$ cat config.mk
export PLATFORM = sky130hd
export DESIGN_NAME = finite_radix_fraction_check_top
export DESIGN_NICKNAME = d
export VERILOG_FILES = /design/src/hw/rtl/frfc_pkg.sv /design/src/hw/rtl/frfc_div.sv /design/src/hw/rtl/finite_radix_fraction_check_top.sv
export SDC_FILE = /design/constraint.sdc
export NUM_CORES = 1
export LEC_CHECK = 0
export ABC_AREA = 1
export BUFFER_PORTS_ARGS = -buffer_cell sky130_fd_sc_hd__buf_2
export CORE_ASPECT_RATIO = 0.75
export CORE_MARGIN = 2
export CORE_UTILIZATION = 31
export CTS_CLUSTER_SIZE = 24
export DETAILED_ROUTE_END_ITERATION = 6
export PLACE_DENSITY = 0.44
export SLEW_MARGIN = 20
export SYNTH_ARGS = -nofsm -noshare
export SYNTH_HDL_FRONTEND = slang
export SYNTH_SLANG_ARGS = --single-unit
$ cat constraint.sdc
create_clock -name clk -period 6.57 [get_ports clk]
set_input_delay 0.9855 -clock clk [delete_from_list [all_inputs] [get_ports clk]]
set_output_delay 0.9855 -clock clk [all_outputs]
set_load 0.1 [all_outputs]
$ cat src/hw/rtl/frfc_pkg.sv
// Shared constants for the finite radix fraction check block.
`default_nettype none

package frfc_pkg;

	localparam int RADIX_W = 7;

	localparam logic [RADIX_W-1:0] RADIX_MIN   = 7'd2;
	localparam logic [RADIX_W-1:0] RADIX_MAX   = 7'd64;
	localparam logic [RADIX_W-1:0] RADIX_RESET = 7'd10;
	localparam logic [RADIX_W-1:0] FIRST_PRIME = 7'd2;

endpackage : frfc_pkg

`default_nettype wire

$ cat src/hw/rtl/frfc_div.sv
// Iterative restoring divider: one quotient bit per cycle, shared by all steps.
`default_nettype none

module frfc_div #(
	parameter int VALUE_WIDTH = 32
) (
	input  wire logic                   clk,
	input  wire logic                   arst_n,
	input  wire logic                   start,
	input  wire logic [VALUE_WIDTH-1:0] dividend,
	input  wire logic [VALUE_WIDTH-1:0] divisor,
	output logic                        done,
	output logic [VALUE_WIDTH-1:0]      quot,
	output logic [VALUE_WIDTH-1:0]      rem
);

	localparam int CNT_W = $clog2(VALUE_WIDTH + 1);
	localparam logic [CNT_W-1:0] STEPS = CNT_W'(VALUE_WIDTH);
	localparam logic [CNT_W-1:0] ONE   = CNT_W'(1);

	logic [CNT_W-1:0]       cnt_q;
	logic                   done_q;
	logic [VALUE_WIDTH-1:0] quo_q;
	logic [VALUE_WIDTH-1:0] rem_q;
	logic [VALUE_WIDTH-1:0] dsr_q;

	logic [VALUE_WIDTH:0]   r_shift;
	logic [VALUE_WIDTH:0]   diff;

	// Shift in the next dividend bit and try a subtract.
	assign r_shift = {rem_q, quo_q[VALUE_WIDTH-1]};
	assign diff    = r_shift - {1'b0, dsr_q};

	always_ff @(posedge clk or negedge arst_n) begin
		if (!arst_n) begin
			cnt_q  <= '0;
			done_q <= 1'b0;
		end else begin
			done_q <= 1'b0;
			if (start) begin
				cnt_q <= STEPS;
			end else if (cnt_q != '0) begin
				cnt_q  <= cnt_q - ONE;
				done_q <= (cnt_q == ONE);
			end
		end
	end

	always_ff @(posedge clk) begin
		if (start) begin
			quo_q <= dividend;
			rem_q <= '0;
			dsr_q <= divisor;
		end else if (cnt_q != '0) begin
			if (!diff[VALUE_WIDTH]) begin
				rem_q <= diff[VALUE_WIDTH-1:0];
				quo_q <= {quo_q[VALUE_WIDTH-2:0], 1'b1};
			end else begin
				rem_q <= r_shift[VALUE_WIDTH-1:0];
				quo_q <= {quo_q[VALUE_WIDTH-2:0], 1'b0};
			end
		end
	end

	assign done = done_q;
	assign quot = quo_q;
	assign rem  = rem_q;

endmodule : frfc_div

`default_nettype wire

$ cat src/hw/rtl/finite_radix_fraction_check_top.sv
// Top level of the finite radix fraction check: sequencer around a shared divider.
`default_nettype none

// Decides whether the proper fraction numerator/denominator has a terminating
// expansion in the configured radix. One word goes in on the req channel and
// exactly one result word comes out on the rsp channel. status is 1 when the
// numerator or denominator is zero or the numerator is not below the
// denominator; terminating is then 0. Otherwise the fraction is reduced with
// Euclid's algorithm and every prime factor of the radix is stripped from the
// reduced denominator; terminating is 1 when the denominator ends at 1. All
// remainders and quotients come from one restoring divider, and an item costs
// one division per Euclid step (at most about 1.44 * VALUE_WIDTH), one for
// the reduction, one trial per candidate up to the remaining radix cofactor,
// and one per factor stripped; an invalid fraction uses no division at all.
// req_stall is high from acceptance until the result is loaded into the
// output register, which then waits for the sink while the next word may
// already be accepted. The user must write the radix register (reset 10)
// through cfg_we/cfg_wdata only while the block is idle; the block itself
// does not enforce this. Values below 2 act as 2 and values above 64 act
// as 64.

module finite_radix_fraction_check_top
	import frfc_pkg::*;
#(
	parameter int VALUE_WIDTH = 32
) (
	input  wire logic                   clk,
	input  wire logic                   arst_n,
	input  wire logic                   cfg_we,
	input  wire logic [RADIX_W-1:0]     cfg_wdata,
	input  wire logic                   req_valid,
	output logic                        req_stall,
	input  wire logic [VALUE_WIDTH-1:0] numerator,
	input  wire logic [VALUE_WIDTH-1:0] denominator,
	output logic                        rsp_valid,
	input  wire logic                   rsp_stall,
	output logic                        status,
	output logic                        terminating
);

	typedef enum logic [2:0] {
		ST_IDLE,
		ST_GCD,
		ST_REDUCE,
		ST_PTEST,
		ST_RSTRIP,
		ST_DSTRIP,
		ST_FINISH
	} state_t;

	localparam logic [VALUE_WIDTH-1:0] VAL_ONE = VALUE_WIDTH'(1);

	state_t                 state_q;
	logic [RADIX_W-1:0]     radix_q;
	logic [VALUE_WIDTH-1:0] y_q;
	logic [VALUE_WIDTH-1:0] den_q;
	logic [RADIX_W-1:0]     rest_q;
	logic [RADIX_W-1:0]     p_q;
	logic                   bad_q;
	logic                   div_start_q;
	logic [VALUE_WIDTH-1:0] div_a_q;
	logic [VALUE_WIDTH-1:0] div_b_q;
	logic                   rsp_valid_q;
	logic                   status_q;
	logic                   terminating_q;

	logic                   div_done;
	logic [VALUE_WIDTH-1:0] div_quot;
	logic [VALUE_WIDTH-1:0] div_rem;

	logic                   req_acc;
	logic                   bad_in;
	logic [RADIX_W-1:0]     base;
	logic [RADIX_W-1:0]     p_next;
	logic                   out_free;
	logic                   rem_zero;
	logic                   div_launch;

	assign req_acc  = req_valid && !req_stall;
	assign bad_in   = (numerator == '0) || (denominator == '0) || (numerator >= denominator);
	assign p_next   = p_q + 7'd1;
	assign out_free = !rsp_valid_q || !rsp_stall;
	assign rem_zero = (div_rem == '0);

	// Clamp the radix into the supported range.
	always_comb begin
		if (radix_q < RADIX_MIN) begin
			base = RADIX_MIN;
		end else if (radix_q > RADIX_MAX) begin
			base = RADIX_MAX;
		end else begin
			base = radix_q;
		end
	end

	// Launch the divider whenever the sequencer moves on to another division;
	// prime trials stop once the next candidate passes the radix cofactor.
	always_comb begin
		case (state_q)
			ST_IDLE: begin
				div_launch = req_acc && !bad_in;
			end
			ST_GCD, ST_REDUCE, ST_RSTRIP: begin
				div_launch = div_done;
			end
			ST_PTEST, ST_DSTRIP: begin
				div_launch = div_done && (rem_zero || (p_next <= rest_q));
			end
			default: begin
				div_launch = 1'b0;
			end
		endcase
	end

	frfc_div #(
		.VALUE_WIDTH (VALUE_WIDTH)
	) u_div (
		.clk      (clk),
		.arst_n   (arst_n),
		.start    (div_start_q),
		.dividend (div_a_q),
		.divisor  (div_b_q),
		.done     (div_done),
		.quot     (div_quot),
		.rem      (div_rem)
	);

	always_ff @(posedge clk or negedge arst_n) begin
		if (!arst_n) begin
			radix_q <= RADIX_RESET;
		end else if (cfg_we) begin
			radix_q <= cfg_wdata;
		end
	end

	// Sequencer: every arithmetic step is a launch of the shared divider
	// followed by a wait for its done pulse.
	always_ff @(posedge clk or negedge arst_n) begin
		if (!arst_n) begin
			state_q     <= ST_IDLE;
			div_start_q <= 1'b0;
			rsp_valid_q <= 1'b0;
		end else begin
			div_start_q <= div_launch;
			// Hold a stalled word, drop a taken one, load a finished one.
			rsp_valid_q <= (rsp_valid_q && rsp_stall) || ((state_q == ST_FINISH) && out_free);
			case (state_q)
				ST_IDLE: begin
					if (req_acc) begin
						bad_q  <= bad_in;
						y_q    <= denominator;
						den_q  <= denominator;
						rest_q <= base;
						if (bad_in) begin
							state_q <= ST_FINISH;
						end else begin
							// First Euclid step: numerator mod denominator.
							div_a_q <= numerator;
							div_b_q <= denominator;
							state_q <= ST_GCD;
						end
					end
				end
				ST_GCD: begin
					if (div_done) begin
						y_q <= div_rem;
						if (rem_zero) begin
							// y holds the gcd: divide it out of the denominator.
							div_a_q <= den_q;
							div_b_q <= y_q;
							state_q <= ST_REDUCE;
						end else begin
							div_a_q <= y_q;
							div_b_q <= div_rem;
						end
					end
				end
				ST_REDUCE: begin
					if (div_done) begin
						den_q   <= div_quot;
						p_q     <= FIRST_PRIME;
						div_a_q <= VALUE_WIDTH'(rest_q);
						div_b_q <= VALUE_WIDTH'(FIRST_PRIME);
						state_q <= ST_PTEST;
					end
				end
				ST_PTEST, ST_RSTRIP: begin
					if (div_done) begin
						if (rem_zero) begin
							// p divides the radix cofactor: strip it and try again.
							rest_q  <= div_quot[RADIX_W-1:0];
							div_a_q <= div_quot;
							div_b_q <= VALUE_WIDTH'(p_q);
							state_q <= ST_RSTRIP;
						end else if (state_q == ST_RSTRIP) begin
							// Cofactor is clean of p: now strip p from the denominator.
							div_a_q <= den_q;
							div_b_q <= VALUE_WIDTH'(p_q);
							state_q <= ST_DSTRIP;
						end else if (p_next > rest_q) begin
							state_q <= ST_FINISH;
						end else begin
							p_q     <= p_next;
							div_a_q <= VALUE_WIDTH'(rest_q);
							div_b_q <= VALUE_WIDTH'(p_next);
						end
					end
				end
				ST_DSTRIP: begin
					if (div_done) begin
						if (rem_zero) begin
							den_q   <= div_quot;
							div_a_q <= div_quot;
						end else if (p_next > rest_q) begin
							state_q <= ST_FINISH;
						end else begin
							p_q     <= p_next;
							div_a_q <= VALUE_WIDTH'(rest_q);
							div_b_q <= VALUE_WIDTH'(p_next);
							state_q <= ST_PTEST;
						end
					end
				end
				ST_FINISH: begin
					// Hold until the output register is free, then load the word.
					if (out_free) begin
						status_q      <= bad_q;
						terminating_q <= !bad_q && (den_q == VAL_ONE);
						state_q       <= ST_IDLE;
					end
				end
				default: begin
					state_q <= ST_IDLE;
				end
			endcase
		end
	end

	assign req_stall   = (state_q != ST_IDLE);
	assign rsp_valid   = rsp_valid_q;
	assign status      = status_q;
	assign terminating = terminating_q;

endmodule : finite_radix_fraction_check_top

`default_nettype wire

Word level (Yosys, flattened, before mapping). Index checks and enable logic that the tools add are counted.

Add/subtract/negate cells: 3. $lt $le $gt $ge: 5. Equal/unequal tests: 22. Multiplexer cells: 68. Reductions and logical operators: 40.

Operator list (number): 32-bit two-way mux (30); 32-bit case mux with 5 select lines (2); 32-bit zero test (3); 32-bit case mux with 3 select lines (1); 7-bit two-way mux (12); 32-bit case mux with 2 select lines (1); 3-bit two-way mux (13); 33-bit by 32-bit subtractor with 33-bit output (1); 32-bit by 1-bit equality test with 1-bit output (second input constant) (1); 32-bit greater-or-equal comparator (1); 7-bit case mux with 3 select lines (1); 2-bit inequality test (second input constant) (9); 3-bit case mux with 6 select lines (1); 9-bit AND reduction (2); 8-bit AND reduction (2); 7-bit case mux with 2 select lines (1); 6-bit two-way mux (2); 3-bit equality test (second input constant) (3); 3-bit nonzero test (3); 2-bit by 1-bit inequality test with 1-bit output (second input constant) (4); 7-bit by 1-bit adder with 7-bit output (second input constant) (1); 7-bit > comparator (1); 7-bit > comparator (second input constant) (1); 7-bit <= comparator (1); other kinds (21) (41).

Register bits: 260. Bits of input ports: 76. Output and inout bits: 4. Word-level logic and storage cells: 156.

Logic depth before layout (Yosys ltp). Gate-level depths: netlist of the first run.

Depth in word-level cells: 7. Gate-level depth with buffers: 18. Depth with buffers taken out: 17.

Modules after synthesis. A second synthesis of the first run with hierarchy kept.

Cell total of the unflattened synthesis: 2403. Area total of the unflattened synthesis: 17459.2 um2.

By module, submodules not included: finite_radix_fraction_check_top (instances 1, cells an instance 1412, area an instance 10626.4 um2, sequential area each 4657.0 um2); frfc_div (instances 1, cells an instance 991, area an instance 6832.8 um2, sequential area each 2737.6 um2).

Least setup slack after synthesis of the first run. No wires, ideal clock.

Path type: input-to-reg. Start: input port req_valid. End: register den_q[0] (enable). Setup time: 0.470 ns. Arrival time: 3.621 ns. Required time: 6.100 ns. Slack: 2.479 ns. Cell stages on the path: 4. Path buffers: 0. Cell sequence: inv_1 > nand2_1 > nand2_1 > a211oi_1.

Word-level cells in the longest chain between the ends: 3.

Ends and longest elaborated chain: start: declaration (line finite_radix_fraction_check_top.sv:31) `input wire logic req_valid,`; 1-bit logical AND (line finite_radix_fraction_check_top.sv:79) `assign req_acc = req_valid && !req_stall;`; 2-bit inequality test (no source line); 6-bit AND reduction (no source line); end signal: assignment (line finite_radix_fraction_check_top.sv:152) `den_q <= denominator;`; end signal: assignment (line finite_radix_fraction_check_top.sv:180) `den_q <= div_quot;`; end signal: assignment (line finite_radix_fraction_check_top.sv:212) `den_q <= div_quot;`; end: declaration (line finite_radix_fraction_check_top.sv:56) `logic [VALUE_WIDTH-1:0] den_q;`.

No other way between the ends. A chain may end at the register's enable or synchronous reset.

==> impl_results.md, run 1 <==
* Pwr Density at between 500 and 600 nW/um2
* Fmax at about 0.25 GHz
* Setup-failing EPs final at 0
* Fraction of layout cells with a size suffix above 1 at 0.0832
* Skew final at 15.9 ps
* Max Fanout on Critical Path at 65
* Hold Vio Cnt, Final at 0
* Worst path cell trace: ha_1, nand3_1, nand3b_1, xor2_1, inv_1, ha_1, nand2_1, nor2_1, nand4_1, nand2_2, buf_4, inv_2, nand2_1, o21ai_0, o21ai_0, nand3_1
* Initial Utilization at 0.314
* CTS root buffer: clkbuf_16
* Nets@finish at 2557
* Crit share post-route at 0.611
* Compound-Gate Fraction of Synth Area at 0.122
* DRT iter0 DRCs at 1629
* Synthesized area at 17500 um2
* Final core occ at 0.350
* Slowest stage cell, crit path: inv_2
* CP Launch Type: flop
* Sequential fraction of the synthesis area at 0.421
* Top FF cell, synth: edfxtp_1
* Combinational share of power at 0.513
* Critical Path RT at approximately 6900 ps
* Setup tns final at 0 ps
* IO Count at 80
* Antenna Cells at 0
* CTS Buffer Depth at 3
* Simple-Gate Fraction of Synth Area at 0.288
* Largest net degree at the start of global routing at 126
* Critical path's largest stage delay at about 650 ps
* # DRC at 8
* Vias after detailed routing at 16296
* Flop and latch count out of synthesis at 260
* Rows at 75
* Syn Area/Cell at 7.39 um2
* # Max-Cap Violations at 0
* Leakage at slightly below 9 nW
* Failing checks: DRC
* Xor/xnor cell area share of the yosys netlist at 0.00749
* Drt wl/cell at 20.9 um
* Final WL at about 66 mm
* CTS tree: built
* Slew headroom at 0.223
* Sw frac at 0.481
* Global-route wire length before repair at 98.3 mm
* Post-CTS Resized at 0
* Antenna violations before repair at 3
* HPWL after detailed placement at 48.7 mm
* CTS H-tree lvls at 1
* Setup bufs post-CTS at 0
* Max Slew Vio Count at 0
* Clock power share at 0.171
* Multiplexer share of the synthesized area at 0.00128
* GR Util All Layers at 0.221
* Synth async-reset ratio at 0.0731
* Die ar. at 58500 um2
* Pre-CTS setup slack at 2430 ps
* Synth Net Count at 2525
* Period minus WS final at around 4000 ps
* WS Path Type: flop to flop
* Die Wd at roughly 280 um
* Vias in the first global route at 15478
* Ys Warns at 0
* Core Box Area at 55900 um2
* Clock transition at path regs at roughly 70 ps
* Synth cell types at 49
* Area Overhead vs Synth at 11.6%
* Placer Congestion at 0.918
* Hold slack at 388 ps
* Share of power burned in registers at 0.315
* Gr ovfl total at 0
* Unrepaired setup endpoints after global routing: false
* Worst slew pin tran at between 1000 and 1500 ps
* Vias/cell at 5.16
* Peak supply drop at 0.000408 V
* Class of the worst hold path: input port to async pin
* Status: complete, but fails checks
* # hold bufs at CTS at 0
* Setup slack after layout at 2550 ps
* DRT antenna net count at 0
* CTS sink count at 260
* CP Capture Type: flop
* Combinational family with the most area after synthesis: simple AND/OR/NAND/NOR gates
* Sw power at 0.00484 W
* Skew-Pair Late Insertion Delay at 580 ps
* Total CTS buffers at 28
* Count of flip-flops with a built-in enable after synthesis at 209
* Overall power at 0.0101 W
* Critical Path AT at about 4300 ps
* Buffers on Ports at 79
* Cells after Synth at roughly 2400
* Adder-cell area share of the yosys netlist at 0.0539
* Die height at 210 um
* Internal power at 0.00522 W
* First drt pass iteration count at 7
-- Yosys cell counts (all sizes together) (8+ instances only) --
cell type | number | share of area
nand2 | 758 | 0.17
inv | 369 | 0.079
edfxtp | 209 | 0.36
nand3 | 200 | 0.058
o21ai | 188 | 0.054
a21oi | 113 | 0.033
nor2 | 110 | 0.024
ha | 74 | 0.053
nand4 | 65 | 0.023
clkbuf | 51 | 0.011
o211ai | 48 | 0.022
buf | 44 | 0.016
dfxtp | 32 | 0.037
dfrtp | 17 | 0.024
nand3b | 17 | 0.0073
nor3 | 15 | 0.0043
o21bai | 11 | 0.0047
xnor2 | 8 | 0.0040
-- layer usage --
| metal | vias to the layer above | track usage | wire length, um |
|---|---|---|---|
| li1 | 7899 | - | - |
| met1 | 7766 | 0.336 | 32400 |
| met2 | 545 | 0.327 | 27600 |
| met3 | 82 | 0.0379 | 4560 |
| met4 | 4 | 0.0417 | 1250 |
| met5 | - | 0 | 24 |
-- through the flow --
stage          std cells  area (um2)
6_report            3159       19600
3_3_place_gp        3106       18600
2_1_floorplan       2374       17500
4_1_cts             3158       19500
5_1_grt             3159       19600
3_5_place_dp        3106       18600
-- layout make-up --
class / count / area (um2)
clock buffers: 39 / 835
repair buffers: 97 / 563
well taps: 731 / 915
multi-input cells: 1649 / 8330
flip-flops and latches: 260 / 7400
fillers: 5965 / 36400
inverters: 370 / 1390
clock inverters: 13 / 146
-- worst max-delay path, delay by kind of cell, from the launching register on --
| kind | cells | cell delay, ps |
|---|---|---|
| buffers and inverters | 3 | 1270 |
| XOR/XNOR | 1 | 140 |
| adder cells (fa/ha/maj) | 2 | 580 |
| AO/OA/AOI/OAI | 2 | 310 |
| flip-flops | 1 | 490 |
| AND/OR/NAND/NOR | 8 | 910 |
-- flip-flops by register name, summed over array words and instances (netlist names) --
name         flops
state_q          3
div_a_q         32
rest_q           7
u_div.quot      32
u_div.done       1
u_div.cnt_q      6
status           1
p_q              7
div_b_q         32
y_q             32
radix_q          7
div_start_q      1
bad_q            1
rsp_valid        1
den_q           32
u_div.rem       32
u_div.dsr_q     32
terminating      1
-- logic make-up (layout without fill, tap and decap cells) --
logic type | after synthesis | count (layout)
AND/OR/NAND/NOR | 1178 | 1178
buffers and inverters | 465 | 519
AO/OA/AOI/OAI | 379 | 379
flip-flops | 260 | 260
adder cells (fa/ha/maj) | 75 | 75
XOR/XNOR | 15 | 15
multiplexers | 2 | 2
-- power groups by stage --
stage               logic, W  registers [W]  clock network, W
finish               0.00516        0.00317           0.00172
global route         0.00581        0.00324           0.00182
CTS                  0.00513        0.00318           0.00175
detailed placement   0.00511        0.00320                 0
global placement     0.00508        0.00320                 0
floorplan            0.00358        0.00302                 0
-- cells in the final DEF, fill, tap and decap left out, types with 5 or more instances in the layout --
cell type  netlist  layout
dfxtp_1         32      32
o22ai_1          6       6
buf_2           17      79
clkbuf_8         0       5
dfrtp_1         17      16
clkinv_2         0       5
o21ai_0        186     186
inv_2            9       9
nand4_1         65      65
o21bai_1        11      11
nor4_1           7       7
nor2_2           5       6
nor3_1          15      15
a21oi_1        110     109
buf_4            7      16
o211ai_1        42      42
o211ai_2         6       6
inv_1          360     359
nand2_2         15      17
nor2_1         105     102
nand3b_1        17      17
clkbuf_16        0      30
ha_1            74      74
edfxtp_1       209     209
xnor2_1          8       8
nand2_1        740     738
nand3_1        196     196
xor2_1           7       7
-- path summary, 6_finish.rpt --
path,end,slack (ps),cells past startpoint,start
setup reg to reg,div_a_q[2],2550,16,p_q[0]
hold / removal,radix_q[0],390,1,arst_n
min in group clk,u_div.dsr_q[14],450,0,div_b_q[14]
max in group asynchronous,div_start_q,5770,1,arst_n
hold reg to reg,u_div.dsr_q[14],450,0,div_b_q[14]
setup / recovery,div_a_q[2],2550,16,p_q[0]
(Power assumes the default switching activity.)
==> inputs of run 2 (changes only) <==
- clock period: 6.57 -> 3.9 ns (I/O delays scaled with it)
==> run 2 against run 1 <==
Effect of this change:
- the run now ends clean
- sequential power is 68% higher
- clock power grew 72%
- non-clock buffer count rose by 6
- largest power group unchanged
- maximum frequency rose by 30%
- sequential share of layout area is 0.17 points lower
- utilization is 0.16 points higher
- critical path depth is 1 lower
- worst hold slack lost 310 ps
==> impl_results.md, run 2 (synthesis results as in run 1) <==
* Setup-failing EPs final at 0
* CTS H-tree lvls at 1
* Slew headroom at 0.315
* Vias after detailed routing at 16537
* Skew-Pair Late Insertion Delay at 570 ps
* Post-Place Cells at 3112
* CTS tree: built
* Fmax at 0.324 GHz
* Gr ovfl total at 0
* IO Count at 80
* Worst reg2reg path startpoint: p_q[0]
* Multi-input gate area at 8330 um2
* Antenna violations before repair at 4
* Clock transition at path regs at about 60 ps
* Status: completed
* DRT iter0 DRCs at 1720
* CTS Buffer Depth at 3
* Die ar. at 58500 um2
* Core Box Area at 55900 um2
* Skew final at 10.7 ps
* Placer Congestion at 0.947
* Worst slew pin tran at ~1000 ps
* Hold Vio Cnt, Final at 0
* Hold slack at 75.5 ps
* Worst path cell trace: ha_1, nand3_1, nand3b_1, xor2_1, inv_1, ha_1, nand2_1, nor2_1, nand2_1, nand3_1, nand2_2, inv_2, o21ai_0, o21ai_0, nand3_1
* Total CTS buffers at 29
* Buffers on Ports at 79
* Max Fanout on Critical Path at 12
* Leakage at 8.92 nW
* Vias/cell at 5.22
* DRT antenna net count at 0
* Setup bufs post-CTS at 0
* CTS sink count at 260
* Fill cell count at 5994
* Slowest stage cell, crit path: edfxtp_1
* Nets@finish at 2564
* Fraction of layout cells with a size suffix above 1 at 0.0858
* Global-route wire length before repair at around 100 mm
* GR Util All Layers at 0.222
* Largest net degree at the start of global routing at 125
* Reg2reg end: div_a_q[2]
* Rows at 75
* Crit share post-route at 0.790
* Vias in the first global route at 15856
* WS Path Type: flop to flop
* Class of the worst hold path: input port to async pin
* Commonest non-fill, non-tap cell in the layout: nand2_1
* Final WL at 66.4 mm
* Critical path's largest stage delay at approximately 480 ps
* Area Overhead vs Synth at 12.1%
* Commonest cells after routing, fill and taps aside: 738 x nand2_1, 358 x inv_1, 209 x edfxtp_1
* HPWL after detailed placement at 49.4 mm
* Die height at around 210 um
* Setup tns final at 0 ps
* Peak supply drop at 0.000500 V
* Post-CTS Resized at 0
* First drt pass iteration count at 6
* Period minus WS final at 3080 ps
* Register cell area after layout at between 7000 and 8000 um2
* Max Slew Vio Count at 0
* Most frequent CP cell: nand3_1
* Die Wd at 279 um
* Drt wl/cell at 21.0 um
* CP Launch Type: flop
* CP Capture Type: flop
* # hold bufs at CTS at 0
* CTS root buffer: clkbuf_16
* # Max-Cap Violations at 0
* Reg2Reg Setup Slack at slightly above 800 ps
* R2R cell count at 15
* Critical Path AT at 3380 ps
* Fin cells at 3167
* Initial Utilization at 0.314
* Critical Path RT at ~4200 ps
* # DRC at 0
* Pwr Density at 869 nW/um2
* Unrepaired setup endpoints after global routing: false
==> run 2: cell count changes in the layout (fill, tap and decap cells not counted), sizes merged <==
cell and change:
clkinv +1, buf +6, clkbuf +2, diode +1, inv -1, clkinvlp -1
==> run 2: stage by stage <==
step / total power [W] / setup WS [ps] / util / instance area, um2
6_report: 0.0171 / 818 / 0.352 / 19700
5_1_grt: 0.0185 / 593 / 0.352 / 19700
4_1_cts: 0.0171 / 825 / 0.351 / 19600
3_5_place_dp: 0.0141 / 655 / 0.333 / 18600
3_3_place_gp: 0.0140 / 712 / 0.333 / 18600
2_1_floorplan: 0.0111 / 291 / - / 17500
==> run 2: area by class of cell <==
cell class	instances	area share
Clock inverter	12	0.00732
Antenna cell	1	0.000127
Multi-Input combinational cell	1649	0.424
Sequential cell	260	0.376
Clock buffer	41	0.0433
Timing Repair Buffer	103	0.0322
Inverter	370	0.0706
Tap cell	731	0.0465
==> run 2: routing by layer <==
| layer | vias to the layer above | wire length (um) | track usage | share of wire |
|---|---|---|---|---|
| li1 | 7922 | - | - | - |
| met1 | 7893 | 31800 | 0.330 | 0.48 |
| met2 | 651 | 27700 | 0.330 | 0.42 |
| met3 | 69 | 5700 | 0.0501 | 0.086 |
| met4 | 2 | 1230 | 0.0434 | 0.018 |
| met5 | - | 13 | 0 | 0.00020 |
==> run 2: report_power, final <==
group | internal, W | leakage, nW | total [W] | switching, W
Combinational | 0.00257 | 5.94 | 0.00880 | 0.00624
Sequential | 0.00457 | 2.49 | 0.00534 | 0.000768
Clock | 0.00172 | 0.491 | 0.00295 | 0.00123
==> run 2: how the worst max path moves through the flow <==
stage | from | endpoint | slack [ps] | depth (start not counted)
after floorplan | state_q[0] | y_q[0] | 290 | 3
after global placement | denominator[19] | div_a_q[20] | 710 | 17
after detailed placement | denominator[23] | div_b_q[20] | 650 | 14
after CTS | p_q[0] | div_b_q[3] | 830 | 17
after global routing | p_q[0] | div_b_q[0] | 590 | 17
final | p_q[0] | div_a_q[2] | 820 | 15
==> run 2: critical path: cells and delay by family, from the launching register on <==
kind / cells / cell delay [ps]
AOI/OAI and AO/OA: 2 / 410
xor gates and xnor gates: 1 / 160
adders and majority gates: 2 / 590
buffers and inverters: 2 / 330
DFF: 1 / 480
and+or+nand+nor: 8 / 830
